$ cat src/sv/pdp_pkg.sv
`timescale 1ns / 1ps
`default_nettype none
// ----------------------------------------------------------------------------
// pdp_pkg
// Shared widths and the record carried along the divider chain.
// ----------------------------------------------------------------------------
package pdp_pkg;

    localparam int SW = 52;
    localparam int QW = 13;
    localparam int DW = SW + QW;
    localparam int NPAIR = 6;

    localparam logic [2:0] IDX_EXTENT = 3'd6;
    localparam logic [2:0] IDX_REJECT = 3'd7;

    typedef struct packed {
        logic          vld;
        logic [DW-1:0] rem_c;
        logic [DW-1:0] rem_r;
        logic [SW-1:0] div;
        logic [QW-1:0] q_c;
        logic [QW-1:0] q_r;
        logic          bad_c;
        logic          bad_r;
        logic          ok_depth;
        logic [31:0]   depth;
        logic          scan_end;
    } cell_t;

endpackage
`default_nettype wire

$ cat src/sv/pdp_div_cell.sv
`timescale 1ns / 1ps
`default_nettype none
// ----------------------------------------------------------------------------
// pdp_div_cell
// One restoring-division step: decide one quotient bit of column and row.
// ----------------------------------------------------------------------------
module pdp_div_cell #(
    parameter int SHIFT = 0
) (
    input  wire            aclk,
    input  wire            aresetn,
    input  wire            adv,
    input  pdp_pkg::cell_t cell_i,
    output pdp_pkg::cell_t cell_o
);

    localparam int DW = pdp_pkg::DW;

    logic [DW-1:0]  dsh;
    pdp_pkg::cell_t cell_reg;
    pdp_pkg::cell_t cell_next;

    assign dsh = DW'(cell_i.div) << SHIFT;

    always_comb begin
        cell_next = cell_i;
        if (cell_i.rem_c >= dsh) begin
            cell_next.rem_c = cell_i.rem_c - dsh;
            cell_next.q_c[SHIFT] = 1'b1;
        end
        if (cell_i.rem_r >= dsh) begin
            cell_next.rem_r = cell_i.rem_r - dsh;
            cell_next.q_r[SHIFT] = 1'b1;
        end
    end

    always_ff @(posedge aclk) begin
        if (!aresetn) begin
            cell_reg <= '0;
        end else if (adv) begin
            cell_reg <= cell_next;
        end
    end

    assign cell_o = cell_reg;

endmodule
`default_nettype wire

$ cat config.mk
export PLATFORM = sky130hd
export DESIGN_NAME = pdp_div_cell
export DESIGN_NICKNAME = d
export VERILOG_FILES = /design/src/sv/pdp_pkg.sv /design/src/sv/pdp_div_cell.sv
export SDC_FILE = /design/constraint.sdc
export NUM_CORES = 1
export LEC_CHECK = 0
export ABC_AREA = 1
export BUFFER_PORTS_ARGS = -buffer_cell sky130_fd_sc_hd__buf_2
export CAP_MARGIN = 20
export CORE_UTILIZATION = 40
export CTS_CLUSTER_DIAMETER = 40
export CTS_CLUSTER_SIZE = 8
export DETAILED_ROUTE_END_ITERATION = 7
export GPL_TIMING_DRIVEN = 0
export PLACE_DENSITY_LB_ADDON = 0.1
export SLEW_MARGIN = 20
export SYNTH_ARGS = -nofsm -noshare
export SYNTH_HDL_FRONTEND = slang
export SYNTH_SLANG_ARGS = --single-unit
$ cat constraint.sdc
create_clock -name aclk -period 3.9 [get_ports aclk]
set_input_delay 1.17 -clock aclk [delete_from_list [all_inputs] [get_ports aclk]]
set_output_delay 1.17 -clock aclk [all_outputs]
set_load 0.03 [all_outputs]
# Word level (Yosys, flattened, before mapping)
# Cells that the tools add are included.
dict set report op_classes {
  n_addsub 2
  n_lt_le_gt_ge 2
  mux 4
}
# op n
set op_table {}
lappend op_table {{65-bit by 52-bit greater-or-equal comparator with 1-bit output} 2}
lappend op_table {{65-bit two-way mux} 2}
lappend op_table {{65-bit by 52-bit subtractor with 65-bit output} 2}
lappend op_table {{1-bit two-way mux} 2}
dict set report totals {
  reg_bits 245
  in_bits 248
  output_inout_bits 245
  elab_cells 19
}

# Longest topological paths before layout
# Gate-level depths: netlist of the first run.
dict set report depth {
  word_depth 2
  depth_mapped 19
}

# Least setup slack after synthesis of the first run
# Ideal clock, no wire load.
dict set report synth_timing {
  kind {input -> register}
  startpoint {input port cell_i[70] (netlist bit)}
  endpoint {register cell_reg (netlist bit cell_o[49])}
  arrival_ps 2952
  setup_slack_ps 833
  cell_stages 18
  n_path_buf 2
  path_cell_list {inv_1 > ha_1 > nand2_1 > inv_2 > nand2_1 > nand2_1 > inv_1 > nand3_2 > nand2_1 > nand2_2 > nand2_1 > nand2_1 > nand2_4 > nand3_2 > buf_6 > buf_8 > o31ai_2 > inv_2}
}
dict set report synth_via {
  elab_chain_len 2
}
# item line
set synth_lines {}
lappend synth_lines {{start: declaration} pdp_div_cell.sv:13} ;# input pdp_pkg::cell_t cell_i,
lappend synth_lines {{65-bit by 52-bit greater-or-equal comparator with 1-bit output} pdp_div_cell.sv:27} ;# if (cell_i.rem_c >= dsh) begin
lappend synth_lines {{1-bit two-way mux} pdp_div_cell.sv:27}
lappend synth_lines {{end signal: assignment} pdp_div_cell.sv:41} ;# cell_reg <= cell_next;
lappend synth_lines {{end: declaration} pdp_div_cell.sv:20} ;# pdp_pkg::cell_t cell_reg;
# Every way passes these cells.
# A chain may end at the register's enable or synchronous reset.

# Worst setup path after layout of the first run
dict set report layout_timing {
  startpoint {input port cell_i[110] (netlist bit)}
  endpoint {register cell_reg (netlist bit cell_o[230])}
}
dict set report layout_via {
  elab_chain_len 2
}
# item line
set layout_lines {}
lappend layout_lines {{65-bit by 52-bit subtractor with 65-bit output / 65-bit by 52-bit greater-or-equal comparator with 1-bit output (equally long branches)} {pdp_div_cell.sv:28, pdp_div_cell.sv:27}}
lappend layout_lines {{65-bit two-way mux (*)} pdp_div_cell.sv:27}
# Every way passes the cells marked *; elsewhere a longest branch is shown, timed or not.

==> impl_results.md, run 1 <==
- Aggregate global-route resource usage: 0.367
- # rows: 83
- Worst path max stage delay: 510 ps
- Highest ir drop seen on vdd: 0.302 mV
- Result of the run: finished clean
- Die area: 53900 um2
- Violation count after the first detailed-routing iteration: 2077
- Period utilization: 0.969
- Chip Width: 232 um
- Starting utilization of the core area: 0.409
- Max frequency: 0.265 GHz
- Average cell area after synthesis: 5.63 um2
- Setup ws final: 122 ps
- Setup Crit Path Kind: input pin to flop
- Total Nets Final: 4658
- Data required, critical path: 4370 ps
- Buffers inserted during post-CTS setup optimization: 0
- Fraction of synthesized cell area taken by the top area cell type: 0.231
- Master cell of the clock root buffer: clkbuf_16
- Global-route wire length before repair: 147 mm
- Antenna Violating Nets Remaining: 0
- Syn Inst Count: 3764
- Footprint of the flip-flops and latches: 4900 um2
- Post-DP HPWL: 85.7 mm
- Final Max Tran Viols: 0
- Cell with the most instances on the worst path: a21oi_1
- Data arrival time of the critical path: 4250 ps
- Area share of fa/ha/maj cells after synthesis: 0.0633
- Synthesized net count: 4118
- Floorplan core area: 51800 um2
- Clock period minus worst slack: 3780 ps
- Slowest stage cell, crit path: clkbuf_1
- Clock tree from TritonCTS: yes
- Synthesized-area fraction occupied by xor and xnor cells: 0.0256
- Mean routed wirelength per cell: 20.2 um
- Number of optimization iterations in the first detailed-route pass: 6
- Dpl ws: -374 ps
- Synth area leaders: dfxtp_1 (23%), nand2_1 (22%), inv_1 (12%)
- Clock-pin slew on the worst setup and hold paths: 50 ps
- Final GP Congestion: 1.03
- Max FFs per register: 245
- MaxCap Viol Count: 0
- Kind of path behind the tightest hold check: flop to flop
- Top library cells by usage in the layout, fill and taps aside: nand2_1 (1257), inv_1 (669), buf_2 (500), nor2_1 (350), a21oi_1 (253)
- Critical path capture point type: flop
- Via count of the first global-routing pass: 24100
- Number of storage elements in the synthesis netlist: 245
- Worst slew slack as a fraction of its limit: 0.184
- CTS Buf Count: 47
- Top_reg_cell synth: dfxtp_1
- Compound-cell area share of the yosys netlist: 0.106
- Number of unique standard cell types used by synthesis: 42
- Yosys synthesis warning count: 0
- Most common library cell in the layout ignoring fill and taps: nand2_1
- Number of flops mapped to enable cells by yosys: 0
- Highest fanout seen on the critical path: 10
- Critical path cell sequence: buf_2 > inv_1 > ha_1 > a21oi_1 > o21ai_1 > a21oi_1 > nand2_1 > a21oi_4 > clkbuf_1 > nand4_1 > nand3_1 > a21oi_1
- Final WL: 102 mm
- Maximum buffer depth of the clock tree: 3
- Asr flop ratio synth: 0
- Gr ovfl total: 0
- Multi-input gate area: 13100 um2
- Largest area contributor in the synthesized netlist: dfxtp_1
- Pin count of the biggest net entering global routing: 16
- Final-report hold violation count: 0
- Total I/O pin count: 493
- CP startpoint kind: input pin
- Transition time at the pin with the least slew margin: 1220 ps
- Share of the yosys chip area belonging to registers: 0.231
- Total of hold buffers inserted after clock tree synthesis: 0
- FILL cells: 5876
- Unrepaired setup endpoints after global routing: false
- Resized cells post-CTS: 0
- Clock H-tree levels: 2
- Static leakage power: 14.4 nW
- Proportion of synthesized area in mux cells: 0
- Port buffer count: 491
- Post-detailed-route DRC marker count: 0
- Vias: 25700
- Power density over the cells: 390 nW/um2
- Endpoints failing setup: 0
- Via density: 5.13
- DIE HEIGHT: 232 um
- Worst clock skew: 0 ps
- Sink count of the clock tree: 245
- Final non-filler cell total: 5018
- Netlist area before placement: 21200 um2
- Antenna violations before repair: 5
- Synthesis-to-finish area growth: 23.2%
- Basic-gate share of the synthesized area counting and, or, nand and nor cells: 0.422
- Largest family of logic cells by synthesized area: simple AND/OR/NAND/NOR gates
- Proportion of layout cells with a drive suffix above 1: 0.156
- Post-placement cell count: 4935
- Worst skew pair latency: 600 ps
==> cell type report <==
cell class                      count  area share
Antenna cell                        5    0.000479
Buffer                            124      0.0213
Clock buffer                       55      0.0477
Clock inverter                     23      0.0137
Inverter                          706       0.101
Multi-Input combinational cell   2689       0.501
Sequential cell                   245       0.188
Tap cell                          680      0.0326
Timing Repair Buffer              491      0.0941
==> worst max-delay path, delay by kind of cell <==
family | cells | cell delay [ps]
AOI/OAI and AO/OA | 5 | 1160
adders and majority gates | 1 | 410
buffers and inverters | 3 | 910
and+or+nand+nor | 3 | 570
==> per-stage QoR <==
step	hold slack (ps)	instance area, um2	util	setup TNS (ps)	total power, mW
4_1_cts	460	26100	0.504	0	10.2
5_1_grt	472	26100	0.504	0	10.6
6_report	458	26100	0.504	0	10.2
3_3_place_gp	451	24500	0.473	-28120	6.00
3_5_place_dp	452	24500	0.473	-25550	5.99
2_1_floorplan	595	21200	-	0	4.87
==> cell usage after synthesis (2+ instances only) <==
cell	number
or2_2	2
a21boi_0	2
clkinv_1	2
dfxtp_1	245
nor3_1	28
nand2_1	1257
a21oi_1	253
a21oi_4	2
o21ai_1	3
o21a_1	3
xor2_1	2
buf_2	9
o21bai_1	17
nand3b_1	37
nor2_2	17
inv_2	35
nor4_1	10
nand2_2	6
clkbuf_1	100
nand3_1	221
xnor2_1	60
buf_1	5
and2_1	7
nand3_2	12
o31ai_2	2
nand2_4	2
buf_6	9
fa_1	2
and3_1	2
nor2_1	350
o21ai_0	136
nand4_1	138
ha_1	104
a21oi_2	8
inv_1	669
==> kinds of logic after synthesis <==
| kind of cell | after synthesis |
|---|---|
| adder cells (fa/ha/maj) | 106 |
| AND/OR/NAND/NOR | 2095 |
| XOR/XNOR | 62 |
| AO/OA/AOI/OAI | 426 |
| buffers and inverters | 830 |
| flip-flops | 245 |
==> per-layer routing <==
| metal | vias up | share of wire | global-route usage |
|---|---|---|---|
| met5 | - | 0 | 0 |
| met4 | 0 | 0.054 | 0.188 |
| met3 | 226 | 0.067 | 0.0415 |
| met2 | 1001 | 0.45 | 0.599 |
| met1 | 11700 | 0.42 | 0.473 |
| li1 | 12800 | - | - |
==> path summary, 6_finish.rpt <==
| kind | from | to | slack [ps] | cells after the start |
|---|---|---|---|---|
| max | cell_i[110] | cell_o[230] | 120 | 12 |
| min reg2reg | cell_o[130] | cell_o[130] | 460 | 2 |
| max reg2reg | cell_o[87] | cell_o[87] | 3070 | 2 |
| min | cell_o[130] | cell_o[130] | 460 | 2 |
==> power by group <==
part           switching (mW)  internal [mW]  total (mW)
combinational            2.24          0.948        3.19
clock                    1.49           2.67        4.17
sequential              0.106           2.72        2.82
Power figures use the tool's default switching activity.
==> run 2: changes to the inputs <==
--- a/config.mk
+++ b/config.mk
@@ -8,7 +8,9 @@
 export ABC_AREA = 1
 export BUFFER_PORTS_ARGS = -buffer_cell sky130_fd_sc_hd__buf_2
 export CAP_MARGIN = 20
-export CORE_UTILIZATION = 40
+export CELL_PAD_IN_SITES_DETAIL_PLACEMENT = 0
+export CELL_PAD_IN_SITES_GLOBAL_PLACEMENT = 1
+export CORE_UTILIZATION = 37
 export CTS_CLUSTER_DIAMETER = 40
 export CTS_CLUSTER_SIZE = 8
 export DETAILED_ROUTE_END_ITERATION = 7
==> impl_results.md, run 2 (same netlist as run 1, synthesis figures left out) <==
- Clock-pin slew on the worst setup and hold paths: 50 ps (about the same)
- Post-route cell area: 26300 um2 (+0.64%)
- Sink count of the clock tree: 245 (unchanged)
- Master cell of the clock root buffer: clkbuf_16
- R2R Setup Slk: 3090 ps (+20 ps)
- Worst slew slack as a fraction of its limit: 0.220 (+0.0365)
- Clock tree from TritonCTS: yes
- Final Hold Slack: 457 ps (-1.17 ps)
- Total power draw: 10.4 mW (+2.0%)
- Highest fanout seen on the critical path: 10 (unchanged)
- Worst clock skew: 0 ps (unchanged)
- Critical path cell sequence: buf_2 > inv_1 > ha_1 > nand2_1 > inv_2 > nand2_1 > nand2_1 > inv_1 > nand3_2 > nand2_1 > nand2_2 > nand2_1 > nand2_1 > nand2_4 > clkbuf_1 > nand4_1 > nand3_1 > a21oi_1
- CTS Buf Count: 49 (+4.3%)
- Pin count of the biggest net entering global routing: 18 (+2)
- Final-report hold violation count: 0 (unchanged)
- Critical path capture point type: flop
- Via count of the first global-routing pass: 24000 (-0.40%)
- Kind of path behind the tightest hold check: flop to flop
- Worst path max stage delay: 480 ps (-30 ps)
- Setup Crit Path Kind: input pin to flop
- MaxCap Viol Count: 0 (unchanged)
- Proportion of layout cells with a drive suffix above 1: 0.157 (+0.00120)
- Final Max Tran Viols: 0 (unchanged)
- Worst skew pair latency: 600 ps (about the same)
- Final WL: 106 mm (+4.7%)
- Transition time at the pin with the least slew margin: 1170 ps (-54.8 ps)
- Post-DP HPWL: 90.0 mm (+5.1%)
- Antenna Violating Nets Remaining: 0 (unchanged)
- Static leakage power: 14.4 nW (+0.32%)
- Port buffer count: 491 (unchanged)
- Antenna violations before repair: 3 (-2)
- # rows: 87 (+4.8%)
- Final TNS setup: 0 ps (unchanged)
- Period utilization: 0.984 (+0.0156)
- Total Nets Final: 4659 (+0.021%)
- Maximum buffer depth of the clock tree: 3 (unchanged)
- Endpoints failing setup: 0 (unchanged)
- Vias: 25700 (-0.066%)
- Number of optimization iterations in the first detailed-route pass: 6 (unchanged)
- Mean routed wirelength per cell: 20.9 um (+3.1%)
- Slowest stage cell, crit path: clkbuf_1
- Most common library cell in the layout ignoring fill and taps: nand2_1
- Number of cells traversed by the worst register-to-register path: 2 (unchanged)
- Aggregate global-route resource usage: 0.355 (-0.0114)
- Buffers inserted during post-CTS setup optimization: 0 (unchanged)
- Post-detailed-route DRC marker count: 0 (unchanged)
- CP startpoint kind: input pin
- Final GP Congestion: 0.993 (-3.8%)
- Power density over the cells: 395 nW/um2 (+1.4%)
- Result of the run: finished clean
- Cell area after placement: 24600 um2 (+0.39%)
- Global-route wire length before repair: 151 mm (+2.8%)
- Data arrival time of the critical path: 4300 ps (+50 ps)
- Highest ir drop seen on vdd: 0.305 mV (+1.0%)
- Clock period minus worst slack: 3840 ps (+60.8 ps)
- Max frequency: 0.260 GHz (-1.6%)
- Clock H-tree levels: 2 (unchanged)
- Top library cells by usage in the layout, fill and taps aside: nand2_1 (1257), inv_1 (669), buf_2 (500), nor2_1 (350), a21oi_1 (253)
- Violation count after the first detailed-routing iteration: 1763 (-15%)
- Synthesis-to-finish area growth: 24.0%
- Max FFs per register: 245 (unchanged)
- Cell with the most instances on the worst path: nand2_1
- Data required, critical path: 4360 ps (about the same)
- Die area: 58200 um2 (+8.0%)
- Via density: 5.04 (-1.6%)
- DIE HEIGHT: 241 um (+3.9%)
- Floorplan core area: 56500 um2 (+9.0%)
- Chip Width: 241 um (+3.9%)
- Starting utilization of the core area: 0.375 (-0.0338)
- Unrepaired setup endpoints after global routing: false
- Utilization of the core after routing: 0.465 (-0.0388)
- Total I/O pin count: 493 (unchanged)
- Gr ovfl total: 0 (unchanged)
- Count of cells along the worst hold path: 2 (unchanged)
- Total of hold buffers inserted after clock tree synthesis: 0 (unchanged)
## run 2: cell type report
cell class,instances,area [um2]
fillers,6496,30200
multi-input cells,2689,13100
flip-flops and latches,245,4900
inverters,706,2650
repair buffers,491,2460
clock buffers,61,1330
well taps,756,946
plain buffers,123,557
clock inverters,23,347
diodes,3,7.51
## run 2: power by group
part	switching [mW]	total, mW	leakage [nW]	internal [mW]
clock	1.48	4.34	0.805	2.87
combinational	2.25	3.20	11.6	0.948
sequential	0.123	2.84	2.03	2.72
total	3.85	10.4	14.4	6.53
## run 2: worst max-delay path: cells and delay by family
kind	cells	cell delay, ps
simple gates	11	1670
buf+inv	5	970
fa+ha+maj	1	370
compound gates	1	110
## run 2: final timing paths
| path | start | to |
|---|---|---|
| max | cell_i[69] | cell_o[230] |
| min reg2reg | cell_o[177] | cell_o[177] |
| max reg2reg | cell_o[91] | cell_o[91] |
| min | cell_o[177] | cell_o[177] |
## run 2: stage by stage
| step | cells | setup WS, ps |
|---|---|---|
| final | 5097 | 60.9 |
| after global routing | 5094 | 2.40 |
| after CTS | 5094 | 9.77 |
| after detailed placement | 5011 | -612 |
| after global placement | 5011 | -625 |
| after floorplan | 3764 | 833 |
## run 2: what timing repair did
action | in CTS | in global routing
endpoints found under the setup margin | 1 | 2
gates resized for setup | 0 | 4
hold endpoints to repair | 0 | 0
## run 2: layer usage
layer	vias up	wire length (um)	global-route usage
met5	-	0	0
met4	0	4960	0.153
met3	204	5410	0.0387
met2	789	49500	0.596
met1	11900	46400	0.459
li1	12800	-	-
==> run 3: changes to the inputs <==
--- a/config.mk
+++ b/config.mk
@@ -15,7 +15,7 @@
 export CTS_CLUSTER_SIZE = 8
 export DETAILED_ROUTE_END_ITERATION = 7
 export GPL_TIMING_DRIVEN = 0
-export PLACE_DENSITY_LB_ADDON = 0.1
+export PLACE_DENSITY = 0.86
 export SLEW_MARGIN = 20
 export SYNTH_ARGS = -nofsm -noshare
 export SYNTH_HDL_FRONTEND = slang
==> impl_results.md, run 3 (same netlist as run 1, synthesis figures left out) <==
- Result of the run: finished with violations
- Violated checks: setup timing
- Highest fanout seen on the critical path: 10 (unchanged)
- R2R Setup Slk: 3020 ps (-70 ps)
- # rows: 87 (unchanged)
- Worst skew pair latency: 590 ps (about the same)
- Clock period minus worst slack: 3950 ps (+111 ps)
- Final non-filler cell total: 5094 (-0.059%)
- Max frequency: 0.253 GHz (-2.8%)
- Portion of total power attributed to sequential cells: 0.279 (+0.005)
- Final Hold Slack: 459 ps (+1.79 ps)
- Chip Width: 241 um (unchanged)
- Period utilization: 1.01 (+0.0284)
- Buffers inserted during post-CTS setup optimization: 0 (unchanged)
- Setup ws final: -49.7 ps (-111 ps)
- Final-report hold violation count: 0 (unchanged)
- Data arrival time of the critical path: 4390 ps (+90 ps)
- Synthesis-to-finish area growth: 23.5%
- NetSw: 3.93 mW (+2.2%)
- Antenna violations before repair: 2 (-1)
- Antenna Violating Nets Remaining: 0 (unchanged)
- Unrepaired setup endpoints after global routing: false
- Via density: 5.13 (+1.6%)
- CTS Buf Count: 49 (unchanged)
- Worst clock skew: 0 ps (unchanged)
- Kind of path behind the tightest hold check: flop to flop
- Violation count after the first detailed-routing iteration: 2327 (+32%)
- MaxCap Viol Count: 0 (unchanged)
- Power density over the cells: 388 nW/um2 (-1.8%)
- Setup Crit Path Kind: input pin to flop
- Mean routed wirelength per cell: 21.1 um (+1.1%)
- Gr ovfl total: 0 (unchanged)
- Post-placement cell count: 5011 (unchanged)
- Aggregate global-route resource usage: 0.357 (+0.00203)
- Most common library cell in the layout ignoring fill and taps: nand2_1
- Die area: 58200 um2 (unchanged)
- Top library cells by usage in the layout, fill and taps aside: nand2_1 (1257), inv_1 (669), buf_2 (500), nor2_1 (350), a21oi_1 (253)
- Endpoints failing setup: 4 (+4)
- Slowest stage cell, crit path: clkbuf_1
- Final WL: 107 mm (+1.0%)
- Post-DP HPWL: 90.7 mm (+0.76%)
- Total I/O pin count: 493 (unchanged)
- Max FFs per register: 245 (unchanged)
- Worst path max stage delay: 480 ps (about the same)
- Maximum buffer depth of the clock tree: 3 (unchanged)
- Clock H-tree levels: 2 (unchanged)
- Clock-pin slew on the worst setup and hold paths: 50 ps (about the same)
- Master cell of the clock root buffer: clkbuf_16
- Data required, critical path: 4340 ps (-20 ps)
- Proportion of layout cells with a drive suffix above 1: 0.157 (-0.000922)
- Critical path capture point type: flop
- Post-detailed-route DRC marker count: 0 (unchanged)
- Transition time at the pin with the least slew margin: 1230 ps (+59.4 ps)
- Pin count of the biggest net entering global routing: 14 (-4)
- Combinational share of power: 0.320 (+0.012)
- CP startpoint kind: input pin
- Port buffer count: 491 (unchanged)
- Total power draw: 10.1 mW (-2.2%)
- DIE HEIGHT: 241 um (unchanged)
- Sw Share: 0.388 (+0.0168)
- Sink count of the clock tree: 245 (unchanged)
- Final GP Congestion: 1.04 (+4.5%)
- Final Max Tran Viols: 0 (unchanged)
- Clock tree from TritonCTS: yes
- Worst slew slack as a fraction of its limit: 0.181 (-0.0396)
- Clock power share: 0.401 (-0.017)
- Number of optimization iterations in the first detailed-route pass: 7 (+1)
- Highest ir drop seen on vdd: 0.293 mV (-4.2%)
- Critical path cell sequence: buf_2 > inv_1 > ha_1 > nand2_1 > inv_1 > a21oi_1 > nand2_1 > nand2_1 > nand2_1 > a21oi_4 > clkbuf_1 > nand4_1 > nand3_1 > a21oi_1
- Starting utilization of the core area: 0.375 (unchanged)
- Floorplan core area: 56500 um2 (unchanged)
- Cell with the most instances on the worst path: nand2_1
- Cell internal pwr: 6.22 mW (-4.9%)
- Via count of the first global-routing pass: 24000 (unchanged)
- Vias: 26100 (+1.6%)
- Global-route wire length before repair: 151 mm (about the same)
- Total Nets Final: 4660 (+0.021%)
- Diode insertion count for antenna repair: 0 (-3)
- Static leakage power: 14.4 nW (-0.40%)
[run 3: final timing paths]
path                                   from  cells after the start          end
worst max-delay path            cell_i[101]                     14  cell_o[208]
worst min-delay path            cell_o[231]                      2  cell_o[231]
worst max register to register   cell_o[49]                      4   cell_o[49]
worst min register to register  cell_o[231]                      2  cell_o[231]
[run 3: power by group through the flow]
stage / logic, mW / registers (mW) / clock network, mW
after global placement: 3.19 / 2.87 / 0
after detailed placement: 3.18 / 2.87 / 0
after global routing: 3.50 / 2.85 / 4.21
after floorplan: 1.60 / 3.27 / 0
after CTS: 3.20 / 2.83 / 4.07
final: 3.24 / 2.83 / 4.07
[run 3: metal layers]
layer | GRT usage | part of all wire
met5 | 0 | 0.00012
met4 | 0.166 | 0.048
met3 | 0.0435 | 0.069
met2 | 0.587 | 0.46
met1 | 0.465 | 0.42
[run 3: layout make-up]
type | instances | area (um2)
plain buffers | 124 | 572
clock buffers | 63 | 1340
clock inverters | 20 | 218
fillers | 6437 | 30300
inverters | 706 | 2650
multi-input cells | 2689 | 13100
flip-flops and latches | 245 | 4900
well taps | 756 | 946
repair buffers | 491 | 2460
[run 3: through the flow]
| stage | util | TNS [ps] | cell area, um2 | setup slack, ps |
|---|---|---|---|---|
| final | 0.463 | -114 | 26200 | -49.7 |
| after global routing | 0.463 | 0 | 26200 | 38.7 |
| after floorplan | - | 0 | 21200 | 833 |
| after global placement | 0.435 | -33630 | 24600 | -608 |
| after CTS | 0.463 | 0 | 26200 | 40.1 |
| after detailed placement | 0.435 | -37480 | 24600 | -617 |
[run 3: repair_timing]
item / in CTS / in global routing
pin swaps: 0 / 0
hold buffers: 0 / 0
hold endpoints to repair: 0 / 0
endpoints found under the setup margin: 1 / 9
resized for setup: 1 / 7
[run 3: worst max-delay path: cells and delay by family]
family | cells | cell delay [ps]
compound gates | 3 | 890
buf+inv | 4 | 940
simple gates | 6 | 990
fa+ha+maj | 1 | 380
